**config.mk**
```make
export PLATFORM = sky130hd
export DESIGN_NAME = newton_square_root_core
export DESIGN_NICKNAME = d
export VERILOG_FILES = /design/src/nsr_pkg.sv /design/src/newton_square_root_core.sv
export SDC_FILE = /design/constraint.sdc
export NUM_CORES = 1
export LEC_CHECK = 0
export BUFFER_PORTS_ARGS = -buffer_cell sky130_fd_sc_hd__clkbuf_2
export CORE_MARGIN = 3
export CORE_UTILIZATION = 40
export DETAILED_ROUTE_END_ITERATION = 16
export PLACE_DENSITY_LB_ADDON = 0.1
export SLEW_MARGIN = 20
export SYNTH_ARGS = -nofsm -noshare
export SYNTH_HDL_FRONTEND = slang
export SYNTH_SLANG_ARGS = --single-unit
```
**constraint.sdc**
```tcl
create_clock -name clk_i -period 14.7 [get_ports clk_i]
set_clock_uncertainty 0.1 [all_clocks]
set_input_delay 2.94 -clock clk_i [delete_from_list [all_inputs] [get_ports clk_i]]
set_output_delay 2.94 -clock clk_i [all_outputs]
set_load 0.005 [all_outputs]
```
**src/nsr_pkg.sv**
```systemverilog
// Shared constants for the Newton square-root core: widths, defaults and status codes.
`default_nettype none

package nsr_pkg;

  localparam int unsigned WORD_W   = 32;
  localparam int unsigned TOL_W    = 16;
  localparam int unsigned STATUS_W = 3;
  localparam int unsigned ITER_W   = 7;

  localparam int unsigned MAX_ITERATIONS_DEF = 32;
  localparam int unsigned FRACTION_BITS_DEF  = 16;

  localparam logic [TOL_W-1:0] TOL_RESET = 16'd1;

  localparam logic [STATUS_W-1:0] ST_CONVERGED  = 3'd0;
  localparam logic [STATUS_W-1:0] ST_ZERO_INPUT = 3'd1;
  localparam logic [STATUS_W-1:0] ST_NEGATIVE   = 3'd2;
  localparam logic [STATUS_W-1:0] ST_LIMIT      = 3'd3;
  localparam logic [STATUS_W-1:0] ST_ZERO_DIV   = 3'd4;

endpackage

`default_nettype wire

```
**src/newton_square_root_core.sv**
```systemverilog
// Newton-Raphson square root in signed fixed point, one transaction at a time.
//
// Each input transaction carries a signed radicand and a signed starting guess
// (FRACTION_BITS fraction bits); one result follows with the root, a status code
// and the number of Newton steps taken. A step runs a check state, a bit-serial
// shift-add square, a numerator state, a bit-serial restoring division (one
// quotient bit a cycle) and an update state; a zero or negative radicand skips
// the steps. A new transaction is taken once the previous item has moved into
// the output register, which holds the result until the consumer takes it.
// The tolerance register may be written only while the core is idle.
`default_nettype none

module newton_square_root_core #(
  parameter int unsigned MAX_ITERATIONS = nsr_pkg::MAX_ITERATIONS_DEF,
  parameter int unsigned FRACTION_BITS  = nsr_pkg::FRACTION_BITS_DEF
) (
  input  wire                                  clk_i,
  input  wire                                  rst_ni,
  input  wire                                  cfg_we_i,
  input  wire        [nsr_pkg::TOL_W-1:0]      cfg_wdata_i,
  input  wire                                  in_valid_i,
  output logic                                 in_ready_o,
  input  wire signed [nsr_pkg::WORD_W-1:0]     radicand_i,
  input  wire signed [nsr_pkg::WORD_W-1:0]     start_guess_i,
  output logic                                 out_valid_o,
  input  wire                                  out_ready_i,
  output logic signed [nsr_pkg::WORD_W-1:0]    root_o,
  output logic       [nsr_pkg::STATUS_W-1:0]   status_o,
  output logic       [nsr_pkg::ITER_W-1:0]     iterations_used_o
);

  localparam int unsigned W    = nsr_pkg::WORD_W;
  localparam int unsigned NW   = 2 * W - 1;   // numerator / quotient width
  localparam int unsigned RW   = W + 1;       // remainder width
  localparam int unsigned IW   = nsr_pkg::ITER_W;

  localparam logic [2:0] S_IDLE  = 3'd0;
  localparam logic [2:0] S_CHECK = 3'd1;
  localparam logic [2:0] S_MUL   = 3'd2;
  localparam logic [2:0] S_NUM   = 3'd3;
  localparam logic [2:0] S_DIV   = 3'd4;
  localparam logic [2:0] S_STEP  = 3'd5;
  localparam logic [2:0] S_FIN   = 3'd6;

  localparam logic [W-1:0] ONE_FX  = W'(1) << FRACTION_BITS;
  localparam logic [W-1:0] SAT_MAX = {1'b0, {(W-1){1'b1}}};
  localparam logic [W-1:0] SAT_MIN = {1'b1, {(W-1){1'b0}}};

  logic [2:0]                     state_q, state_d;
  logic [nsr_pkg::TOL_W-1:0]      tol_q;
  logic [W-1:0]                   x_q, x_d;
  logic [W-1:0]                   ax_q, ax_d;
  logic [W-2:0]                   v_q, v_d;
  logic [2*W-1:0]                 prod_q, prod_d;
  logic [NW-1:0]                  dvd_q, dvd_d;
  logic [RW-1:0]                  rem_q, rem_d;
  logic                           numneg_q, numneg_d;
  logic [5:0]                     cnt_q, cnt_d;
  logic [IW-1:0]                  steps_q, steps_d;
  logic [W-1:0]                   res_root_q, res_root_d;
  logic [nsr_pkg::STATUS_W-1:0]   res_status_q, res_status_d;
  logic                           out_valid_q, out_valid_d;
  logic [W-1:0]                   root_q;
  logic [nsr_pkg::STATUS_W-1:0]   status_q;
  logic [IW-1:0]                  iter_q;
  logic                           out_load;

  // datapath terms
  logic [W-1:0]    x_abs;
  logic [W:0]      mul_sum;
  logic [NW-1:0]   sq;
  logic [NW-1:0]   vs;
  logic            num_neg;
  logic [RW+1:0]   div_trial;
  logic            div_ge;
  logic            q_neg;
  logic [NW+1:0]   x_next_wide;
  logic            in_range;
  logic [W-1:0]    x_next;
  logic [W-1:0]    gap_hi;
  logic [W-1:0]    gap_lo;
  logic            converged;

  always_comb begin
    x_abs   = x_q[W-1] ? (~x_q + W'(1)) : x_q;
    mul_sum = prod_q[0] ? ({1'b0, prod_q[2*W-1:W]} + {1'b0, ax_q})
                        : {1'b0, prod_q[2*W-1:W]};
    sq      = prod_q[NW-1:0];
    vs      = NW'(v_q) << FRACTION_BITS;
    num_neg = sq < vs;
    // remainder and next dividend bit against 2*|x|
    div_trial = {1'b0, rem_q, dvd_q[NW-1]} - {2'b00, ax_q, 1'b0};
    div_ge    = !div_trial[RW+1];
    q_neg     = numneg_q ^ x_q[W-1];
    x_next_wide = q_neg ? ({{(NW+2-W){x_q[W-1]}}, x_q} + {2'b00, dvd_q})
                        : ({{(NW+2-W){x_q[W-1]}}, x_q} - {2'b00, dvd_q});
    in_range = (x_next_wide[NW+1:W-1] == {(NW+3-W){x_next_wide[NW+1]}});
    if (in_range) begin
      x_next = x_next_wide[W-1:0];
    end else begin
      x_next = x_next_wide[NW+1] ? SAT_MIN : SAT_MAX;
    end
    // step size is the quotient magnitude unless the update saturated
    gap_hi = SAT_MAX - x_q;
    gap_lo = x_q - SAT_MIN;
    if (in_range) begin
      converged = dvd_q < NW'(tol_q);
    end else if (x_next_wide[NW+1]) begin
      converged = gap_lo < W'(tol_q);
    end else begin
      converged = gap_hi < W'(tol_q);
    end
  end

  assign out_load = (state_q == S_FIN) && (!out_valid_q || out_ready_i);

  always_comb begin
    state_d      = state_q;
    x_d          = x_q;
    ax_d         = ax_q;
    v_d          = v_q;
    prod_d       = prod_q;
    dvd_d        = dvd_q;
    rem_d        = rem_q;
    numneg_d     = numneg_q;
    cnt_d        = cnt_q;
    steps_d      = steps_q;
    res_root_d   = res_root_q;
    res_status_d = res_status_q;
    out_valid_d  = out_valid_q;
    if (out_valid_q && out_ready_i) begin
      out_valid_d = 1'b0;
    end
    unique case (state_q)
      S_IDLE: begin
        if (in_valid_i) begin
          steps_d    = '0;
          res_root_d = '0;
          v_d        = radicand_i[W-2:0];
          x_d        = (start_guess_i == '0) ? ONE_FX : start_guess_i;
          if (radicand_i == '0) begin
            res_status_d = nsr_pkg::ST_ZERO_INPUT;
            state_d      = S_FIN;
          end else if (radicand_i[W-1]) begin
            res_status_d = nsr_pkg::ST_NEGATIVE;
            state_d      = S_FIN;
          end else begin
            state_d = S_CHECK;
          end
        end
      end
      S_CHECK: begin
        if (steps_q == IW'(MAX_ITERATIONS)) begin
          res_root_d   = x_q;
          res_status_d = nsr_pkg::ST_LIMIT;
          state_d      = S_FIN;
        end else if (x_q == '0) begin
          res_root_d   = '0;
          res_status_d = nsr_pkg::ST_ZERO_DIV;
          state_d      = S_FIN;
        end else begin
          ax_d    = x_abs;
          prod_d  = {{W{1'b0}}, x_abs};
          cnt_d   = '0;
          state_d = S_MUL;
        end
      end
      S_MUL: begin
        prod_d = {mul_sum, prod_q[W-1:1]};
        cnt_d  = cnt_q + 6'd1;
        if (cnt_q == 6'(W - 1)) begin
          state_d = S_NUM;
        end
      end
      S_NUM: begin
        numneg_d = num_neg;
        dvd_d    = num_neg ? (vs - sq) : (sq - vs);
        rem_d    = '0;
        cnt_d    = '0;
        state_d  = S_DIV;
      end
      S_DIV: begin
        // quotient bits shift in behind the dividend bits
        rem_d = div_ge ? div_trial[RW-1:0] : {rem_q[RW-2:0], dvd_q[NW-1]};
        dvd_d = {dvd_q[NW-2:0], div_ge};
        cnt_d = cnt_q + 6'd1;
        if (cnt_q == 6'(NW - 1)) begin
          state_d = S_STEP;
        end
      end
      S_STEP: begin
        steps_d = steps_q + IW'(1);
        if (converged) begin
          res_root_d   = x_next;
          res_status_d = nsr_pkg::ST_CONVERGED;
          state_d      = S_FIN;
        end else begin
          x_d     = x_next;
          state_d = S_CHECK;
        end
      end
      S_FIN: begin
        if (out_load) begin
          out_valid_d = 1'b1;
          state_d     = S_IDLE;
        end
      end
      default: begin
        state_d = S_IDLE;
      end
    endcase
  end

  always_ff @(posedge clk_i or negedge rst_ni) begin
    if (!rst_ni) begin
      state_q     <= S_IDLE;
      out_valid_q <= 1'b0;
      tol_q       <= nsr_pkg::TOL_RESET;
    end else begin
      state_q     <= state_d;
      out_valid_q <= out_valid_d;
      if (cfg_we_i) begin
        tol_q <= cfg_wdata_i;
      end
    end
  end

  always_ff @(posedge clk_i) begin
    x_q          <= x_d;
    ax_q         <= ax_d;
    v_q          <= v_d;
    prod_q       <= prod_d;
    dvd_q        <= dvd_d;
    rem_q        <= rem_d;
    numneg_q     <= numneg_d;
    cnt_q        <= cnt_d;
    steps_q      <= steps_d;
    res_root_q   <= res_root_d;
    res_status_q <= res_status_d;
    if (out_load) begin
      root_q   <= res_root_q;
      status_q <= res_status_q;
      iter_q   <= steps_q;
    end
  end

  assign in_ready_o        = (state_q == S_IDLE);
  assign out_valid_o       = out_valid_q;
  assign root_o            = root_q;
  assign status_o          = status_q;
  assign iterations_used_o = iter_q;

  // Early-exit results carry no steps and a zero root.
  a_early_exit: assert property (@(posedge clk_i) disable iff (!rst_ni)
    out_valid_o && (status_o == nsr_pkg::ST_ZERO_INPUT || status_o == nsr_pkg::ST_NEGATIVE)
      |-> (iterations_used_o == '0) && (root_o == '0))
    else $error("early exit result carries steps or a root");

  a_iter_bound: assert property (@(posedge clk_i) disable iff (!rst_ni)
    out_valid_o |-> (iterations_used_o <= IW'(MAX_ITERATIONS)))
    else $error("step count beyond the iteration limit");

  a_converged_steps: assert property (@(posedge clk_i) disable iff (!rst_ni)
    out_valid_o && (status_o == nsr_pkg::ST_CONVERGED) |-> (iterations_used_o != '0))
    else $error("convergence reported without a step");

  a_limit_steps: assert property (@(posedge clk_i) disable iff (!rst_ni)
    out_valid_o && (status_o == nsr_pkg::ST_LIMIT)
      |-> (iterations_used_o == IW'(MAX_ITERATIONS)))
    else $error("limit status before the limit was reached");

  a_busy_no_accept: assert property (@(posedge clk_i) disable iff (!rst_ni)
    (state_q == S_MUL || state_q == S_DIV) |-> !in_ready_o)
    else $error("input ready while an item is in progress");

endmodule

`default_nettype wire

```
==> impl_results.md, run 1 <==
* Cell accounting for the most synthesized area: edfxtp_1
* DRT iter0 DRCs at 2088
* Die width at between 200 and 300 um
* Critical-path top delay cell: or4_1
* GRT overflow at 0
* Worst path bufs/invs at 2
* Area of the multi-input gates at 17000 um^2
* Clk pin slew, worst setup/hold paths at roughly 0.060 ns
* Final Cell Area at between 30000 and 40000 um^2
* I/O Buffers at about 130
* Sequential Area at 10900 um^2
* Layout net count at 3661
* Area growth from synthesis to final layout at 9.94%
* Num rows at 98
* Total of max-cap violations at 0
* Status: finished clean
* Hold buffers post-CTS at 0
* Period minus WS final at approximately 8.5 ns
* CP Launch Type: flip-flop
* Share of the synthesized area in the top cell type at 35.7%
* CTS max path bufs at 3
* Final Hold Vio Count at 0
* RSZ-0062 raised after global routing: no
* Delay-heaviest family, CP: simple AND/OR/NAND/NOR gates
* Post-DRT Antenna Nets at 0
* Syn Inst Count at between 3000 and 4000
* Syn Std Cell Area at 29100 um^2
* Die Y-Extent at 276 um
* Via count at around 25000
* Clk sink count at 366
* Drt drc at 0
* Worst skew pair latency at 0.58 ns
* Maximum fanout along the worst path at 34
* Top cells by area, synth: edfxtp_1 36%, ha_1 10%, a21oi_1 5.1%, xnor2_1 4.9%, nand2_1 4.7%
* Initial Util at 40.5%
* Post-DR vias/cell at roughly 5.7
* Synth Flop Type: edfxtp_1
* Yosys cell types at between 90 and 100
* Layout cells sized above 1 at a little under a tenth
* Post-CTS sizing at 0
* Critical Path AT at about 8.7 ns
* Final Max Tran Viols at 0
* Yosys warning total at 0
* DRT Wirelength at ~93 mm
* Die footprint at around 76000 um^2
* Critical setup path kind: flip-flop to flip-flop
* Worst-margin pin slew at between 1 and 1.5 ns
* Fillers at between 7000 and 8000
* Crit. End Element: flip-flop
* Global-route wire length before repair at 143 mm
* Number of flops mapped to enable cells by yosys at between 300 and 400
* Post-CTS setup buffer count at 0
* All-Layer GR Usage at about a quarter
* Asr flop ratio synth at under 10%
* Relative slew margins at 29.0%
* Top-Level Pins at ~130
* Worst path max stage delay at around 0.6 ns
* Post-synthesis sequential area ratio at between 30% and 40%
* TNS Setup at 0 ns
* Post-synthesis sequential element count at between 300 and 400
* DP Wirelength at approximately 73 mm
* Root Buffer: clkbuf_16
* Largest net degree at the start of global routing at 77
* Vias in the first global route at approximately 24000
* Initial antenna violation count at 2
* CTS tree: yes
* F_max at roughly 120 MHz
* Avg Cell Area, Syn at 8.89 um^2
* H-tree levels at 2
* Worst Path Required at between 10 and 15 ns
* RD Place Congestion at between 0.9 and 1
* CTS buffer count at 43
* Worst path most repeated cell: nand2_1
* Drt wl/cell at about 21 um
* Mapped Nets at roughly 3600
* Dpl cell area at ~30000 um^2
* Fin crit share at ~58%
* CORE AREA at just over 70000 um^2
* Final setup fails at 0
* Hold Crit Class: flip-flop to flip-flop
* Initial DRT Pass Iterations at 6
[metrics by stage]
step	std cells	hold WS [ns]	worst slack (ns)	utilization [%]
3_3_place_gp	4236	0.303	6.33	42.7
5_1_grt	4316	0.323	5.58	44.6
6_report	4317	0.321	6.16	44.6
4_1_cts	4315	0.321	6.20	44.5
2_1_floorplan	3270	0.300	6.39	-
3_5_place_dp	4236	0.305	6.22	42.7
[path summary, 6_finish.rpt]
| path | startpoint | slack (ns) | endpoint | cells past startpoint |
|---|---|---|---|---|
| setup / recovery | dvd_q[18] | 6.16 | res_root_q[4] | 28 |
| min in group asynchronous | rst_ni | 2.22 | out_valid_o | 1 |
| max in group asynchronous | rst_ni | 11.91 | tol_q[0] | 1 |
| hold / removal | res_root_q[12] | 0.32 | root_o[12] | 0 |
| hold reg to reg | res_root_q[12] | 0.32 | root_o[12] | 0 |
| setup reg to reg | dvd_q[18] | 6.16 | res_root_q[4] | 28 |
[layer usage]
| layer | part of all wire [%] | vias up | GRT usage, % |
|---|---|---|---|
| met4 | 2.8 | 2 | 6.81 |
| met5 | 0.014 | - | 0 |
| met1 | 47 | 11900 | 34.3 |
| met3 | 5.0 | 128 | 3.12 |
| met2 | 45 | 657 | 38.6 |
| li1 | - | 12000 | - |
[synthesized netlist by cell type (9+ instances only)]
master     count
a211oi_1      29
a21boi_0      13
a21o_1        95
a21oi_1      294
a31oi_1       30
and2_1        19
and3_1        27
buf_2          9
clkbuf_1     116
dfrtp_1       19
edfxtp_1     346
ha_1         240
inv_1        192
mux2i_1       31
nand2_1      365
nand2b_1      23
nand3_1       54
nand4_1       34
nor2_1       332
nor2b_1       23
nor3_1        65
nor4_1        38
o2111ai_1      9
o211ai_1      17
o211ai_2      30
o21a_1        28
o21ai_0      188
o21ai_1        9
o21bai_1      28
o311ai_0      33
o31ai_1       41
o41ai_1       13
or2_2         22
or3_1         47
or4_1         14
xnor2_1      163
xor2_1        99
[cell usage in the layout, fill, tap and decap left out, types with 29 or more instances in the layout]
cell type	instances
a211oi_1	29
a21o_1	95
a21oi_1	294
a31oi_1	29
clkbuf_16	43
clkbuf_2	128
edfxtp_1	346
ha_1	240
inv_1	192
mux2i_1	31
nand2_1	362
nand3_1	54
nand4_1	34
nor2_1	330
nor3_1	64
nor4_1	36
o211ai_2	30
o21ai_0	187
o311ai_0	33
o31ai_1	41
or3_1	47
xnor2_1	162
xor2_1	99
[kinds of logic (layout without fill, tap and decap cells)]
| kind of cell | Yosys count | in the layout | share of synthesized area (%) |
|---|---|---|---|
| compound gates | 935 | 935 | 21.0 |
| fa+ha+maj | 244 | 244 | 10.6 |
| other cells | 0 | 1 | 0 |
| mux | 34 | 34 | 1.18 |
| buf+inv | 333 | 429 | 4.42 |
| flops | 366 | 366 | 37.5 |
| xor+xnor | 262 | 262 | 7.89 |
| simple gates | 1096 | 1096 | 17.4 |
[layout make-up]
class / count / area share, %
Antenna cell: 1 / 0.00783
Clock buffer: 52 / 3.50
Clock inverter: 27 / 0.642
Inverter: 196 / 2.30
Multi-Input combinational cell: 2571 / 53.1
Sequential cell: 366 / 34.1
Tap cell: 950 / 3.72
Timing Repair Buffer: 154 / 2.68
[sequential cells by signal, summed over array words and instances, names as in the netlist]
| name | cells |
|---|---|
| tol_q | 16 |
| v_q | 31 |
| steps_q | 7 |
| res_status_q | 3 |
| numneg_q | 1 |
| x_q | 32 |
| res_root_q | 32 |
| dvd_q | 63 |
| ax_q | 32 |
| status_o | 3 |
| out_valid_o | 1 |
| state_q | 3 |
| prod_q | 64 |
| root_o | 32 |
| iterations_used_o | 7 |
| cnt_q | 6 |
| rem_q | 33 |
Power of run 1 is not shown: default switching activity piles up to over one toggle a cycle in this logic, so the estimate is an artifact.
==> inputs of run 2 (changes only) <==
clock period = 8.5 ns   (was 14.7 ns; I/O delays follow)
==> run 2 against run 1 <==
  * Setup slack got worse by 5.5 ns
  * Global-route usage increased by 0.19 points
  * Critical endpoint is now res_root_q[26]
  * Non-clock buffer count increased by 5
  * Clock-buffer cell count decreased by 1
  * Routed wire length increased by 0.79%
  * Highest routed layer is now met4
==> impl_results.md, run 2 (synthesis results as in run 1) <==
* Most frequent cells in the layout: 362 x nand2_1, 346 x edfxtp_1, 329 x nor2_1
* Worst-margin pin slew at 1.03 ns (-0.00526 ns)
* Worst path most repeated cell: nand2_1
* Layout net count at 3668 (+0.19%)
* Final Hold Vio Count at 0 (unchanged)
* Largest Register: prod_q
* CTS tree: yes
* Via count at 25000 (+0.88%)
* Hold Crit Class: flip-flop to flip-flop
* Registers with the most flip-flops: prod_q x64, dvd_q x63, rem_q x33
* Worst path bufs/invs at 2 (unchanged)
* Top-Level Pins at 129 (unchanged)
* Crit. End Element: flip-flop
* Die width at 276 um (unchanged)
* DP Wirelength at 73.6 mm (+0.43%)
* DRT iter0 DRCs at 2101 (+0.62%)
* Critical-path top delay cell: or4_1
* CORE AREA at 71700 um^2 (unchanged)
* Clk pin slew, worst setup/hold paths at 0.06 ns (about the same)
* H-tree levels at 2 (unchanged)
* I/O Buffers at 128 (unchanged)
* Drt wl/cell at 21.6 um (+0.58%)
* Dpl cell area at 30700 um^2 (+0.29%)
* Total of max-cap violations at 0 (unchanged)
* Die footprint at 76000 um^2 (unchanged)
* CTS max path bufs at 3 (unchanged)
* Critical setup path kind: flip-flop to flip-flop
* Drt drc at 0 (unchanged)
* Die Y-Extent at 276 um (unchanged)
* RD Place Congestion at 0.939 (+3.1%)
* Layout cells sized above 1 at 9.64% (+0.51 points)
* Status: finished clean
* RSZ-0062 raised after global routing: no
* Period minus WS final at 7.89 ns (-0.656 ns)
* Initial antenna violation count at 2 (unchanged)
* TNS Setup at 0 ns (unchanged)
* Root Buffer: clkbuf_16
* Hold_ws at 0.317 ns (-0.00360 ns)
* Hold buffers post-CTS at 0 (unchanged)
* Placed Cells at 4241 (+0.12%)
* Post-DRT Antenna Nets at 0 (unchanged)
* F_max at 127 MHz (+8.3%)
* Initial Util at 40.5% (unchanged)
* Vias in the first global route at 24200 (+1.1%)
* Commonest non-fill, non-tap cell in the layout: nand2_1
* Area growth from synthesis to final layout at 11.2%
* Final Cell Area at 32300 um^2 (+1.1%)
* CTS buffer count at 45 (+4.7%)
* Worst skew pair latency at 0.59 ns (about the same)
* Final setup fails at 0 (unchanged)
* Post-DR vias/cell at 5.77 (+0.67%)
* DRT Wirelength at 93.5 mm (+0.79%)
* Global-route wire length before repair at 144 mm (+0.98%)
* Maximum fanout along the worst path at 32 (-5.9%)
* GRT overflow at 0 (unchanged)
* Delay-heaviest family, CP: simple AND/OR/NAND/NOR gates
* Largest register FFs at 64 (unchanged)
* Fin crit share at 92.8% (+35 points)
* All-Layer GR Usage at 24.4% (+0.19 points)
* Critical Path AT at 8.05 ns (-0.67 ns)
* Fillers at 7011 (-0.27%)
* Worst Path Required at 8.66 ns (-6.22 ns)
* Final Max Tran Viols at 0 (unchanged)
* Relative slew margins at 30.6% (+1.6 points)
* Finished Layout Cells at 4326 (+0.21%)
* Largest net degree at the start of global routing at 77 (unchanged)
* CP Launch Type: flip-flop
* Num rows at 98 (unchanged)
* Initial DRT Pass Iterations at 6 (unchanged)
* Clk sink count at 366 (unchanged)
* Worst path max stage delay at 0.60 ns (about the same)
==> run 2: cell count changes in the layout (fill, tap and decap cells not counted), moves of 2 or more <==
| cell | delta |
|---|---|
| clkbuf_16 | +2 |
| buf_12 | +4 |
| clkinvlp_4 | -6 |
| clkinv_8 | +2 |
| clkinv_2 | +2 |
| clkinv_4 | +3 |
| clkinv_1 | -3 |
| bufinv_16 | +7 |
| diode_2 | +2 |
| inv_6 | -2 |
| clkbuf_1 | -4 |
| buf_4 | +2 |
==> run 2: metal layers <==
metal  GRT usage [%]  part of all wire [%]  vias up
met2            39.7                    46      676
li1                -                     -    12100
met3            3.19                   5.1      115
met1            34.1                    46    12100
met4            6.34                   2.5        0
met5               0                     0        -
==> run 2: area by class of cell <==
type	instances	area (um^2)	area share, %
Antenna cell	3	7.51	0.0232
Clock buffer	51	1170	3.62
Clock inverter	30	410	1.27
Inverter	196	736	2.28
Multi-Input combinational cell	2571	17000	52.6
Sequential cell	366	10900	33.7
Tap cell	950	1190	3.68
Timing Repair Buffer	159	923	2.86
==> run 2: what timing repair did <==
action,in CTS,in global routing
setup endpoints to repair,0,129
gates resized for setup,0,5
setup buffers,0,1
==> run 2: metrics by stage <==
step | utilization, % | setup WS, ns
3_3_place_gp | 42.8 | 0.475
6_report | 45.1 | 0.613
5_1_grt | 45.0 | 0.0311
3_5_place_dp | 42.8 | 0.297
2_1_floorplan | - | 0.195
4_1_cts | 45.0 | 0.287
==> run 2: worst paths after layout <==
| check | from | to | slack [ns] | depth (start not counted) |
|---|---|---|---|---|
| worst max-delay path | dvd_q[18] | res_root_q[26] | 0.61 | 28 |
| worst min-delay path | res_root_q[0] | root_o[0] | 0.32 | 0 |
| worst max register to register | dvd_q[18] | res_root_q[26] | 0.61 | 28 |
| worst min register to register | res_root_q[0] | root_o[0] | 0.32 | 0 |
| max in group asynchronous | rst_ni | tol_q[0] | 6.95 | 1 |
| min in group asynchronous | rst_ni | tol_q[15] | 0.97 | 1 |
Power of run 2 is left out for the same reason.
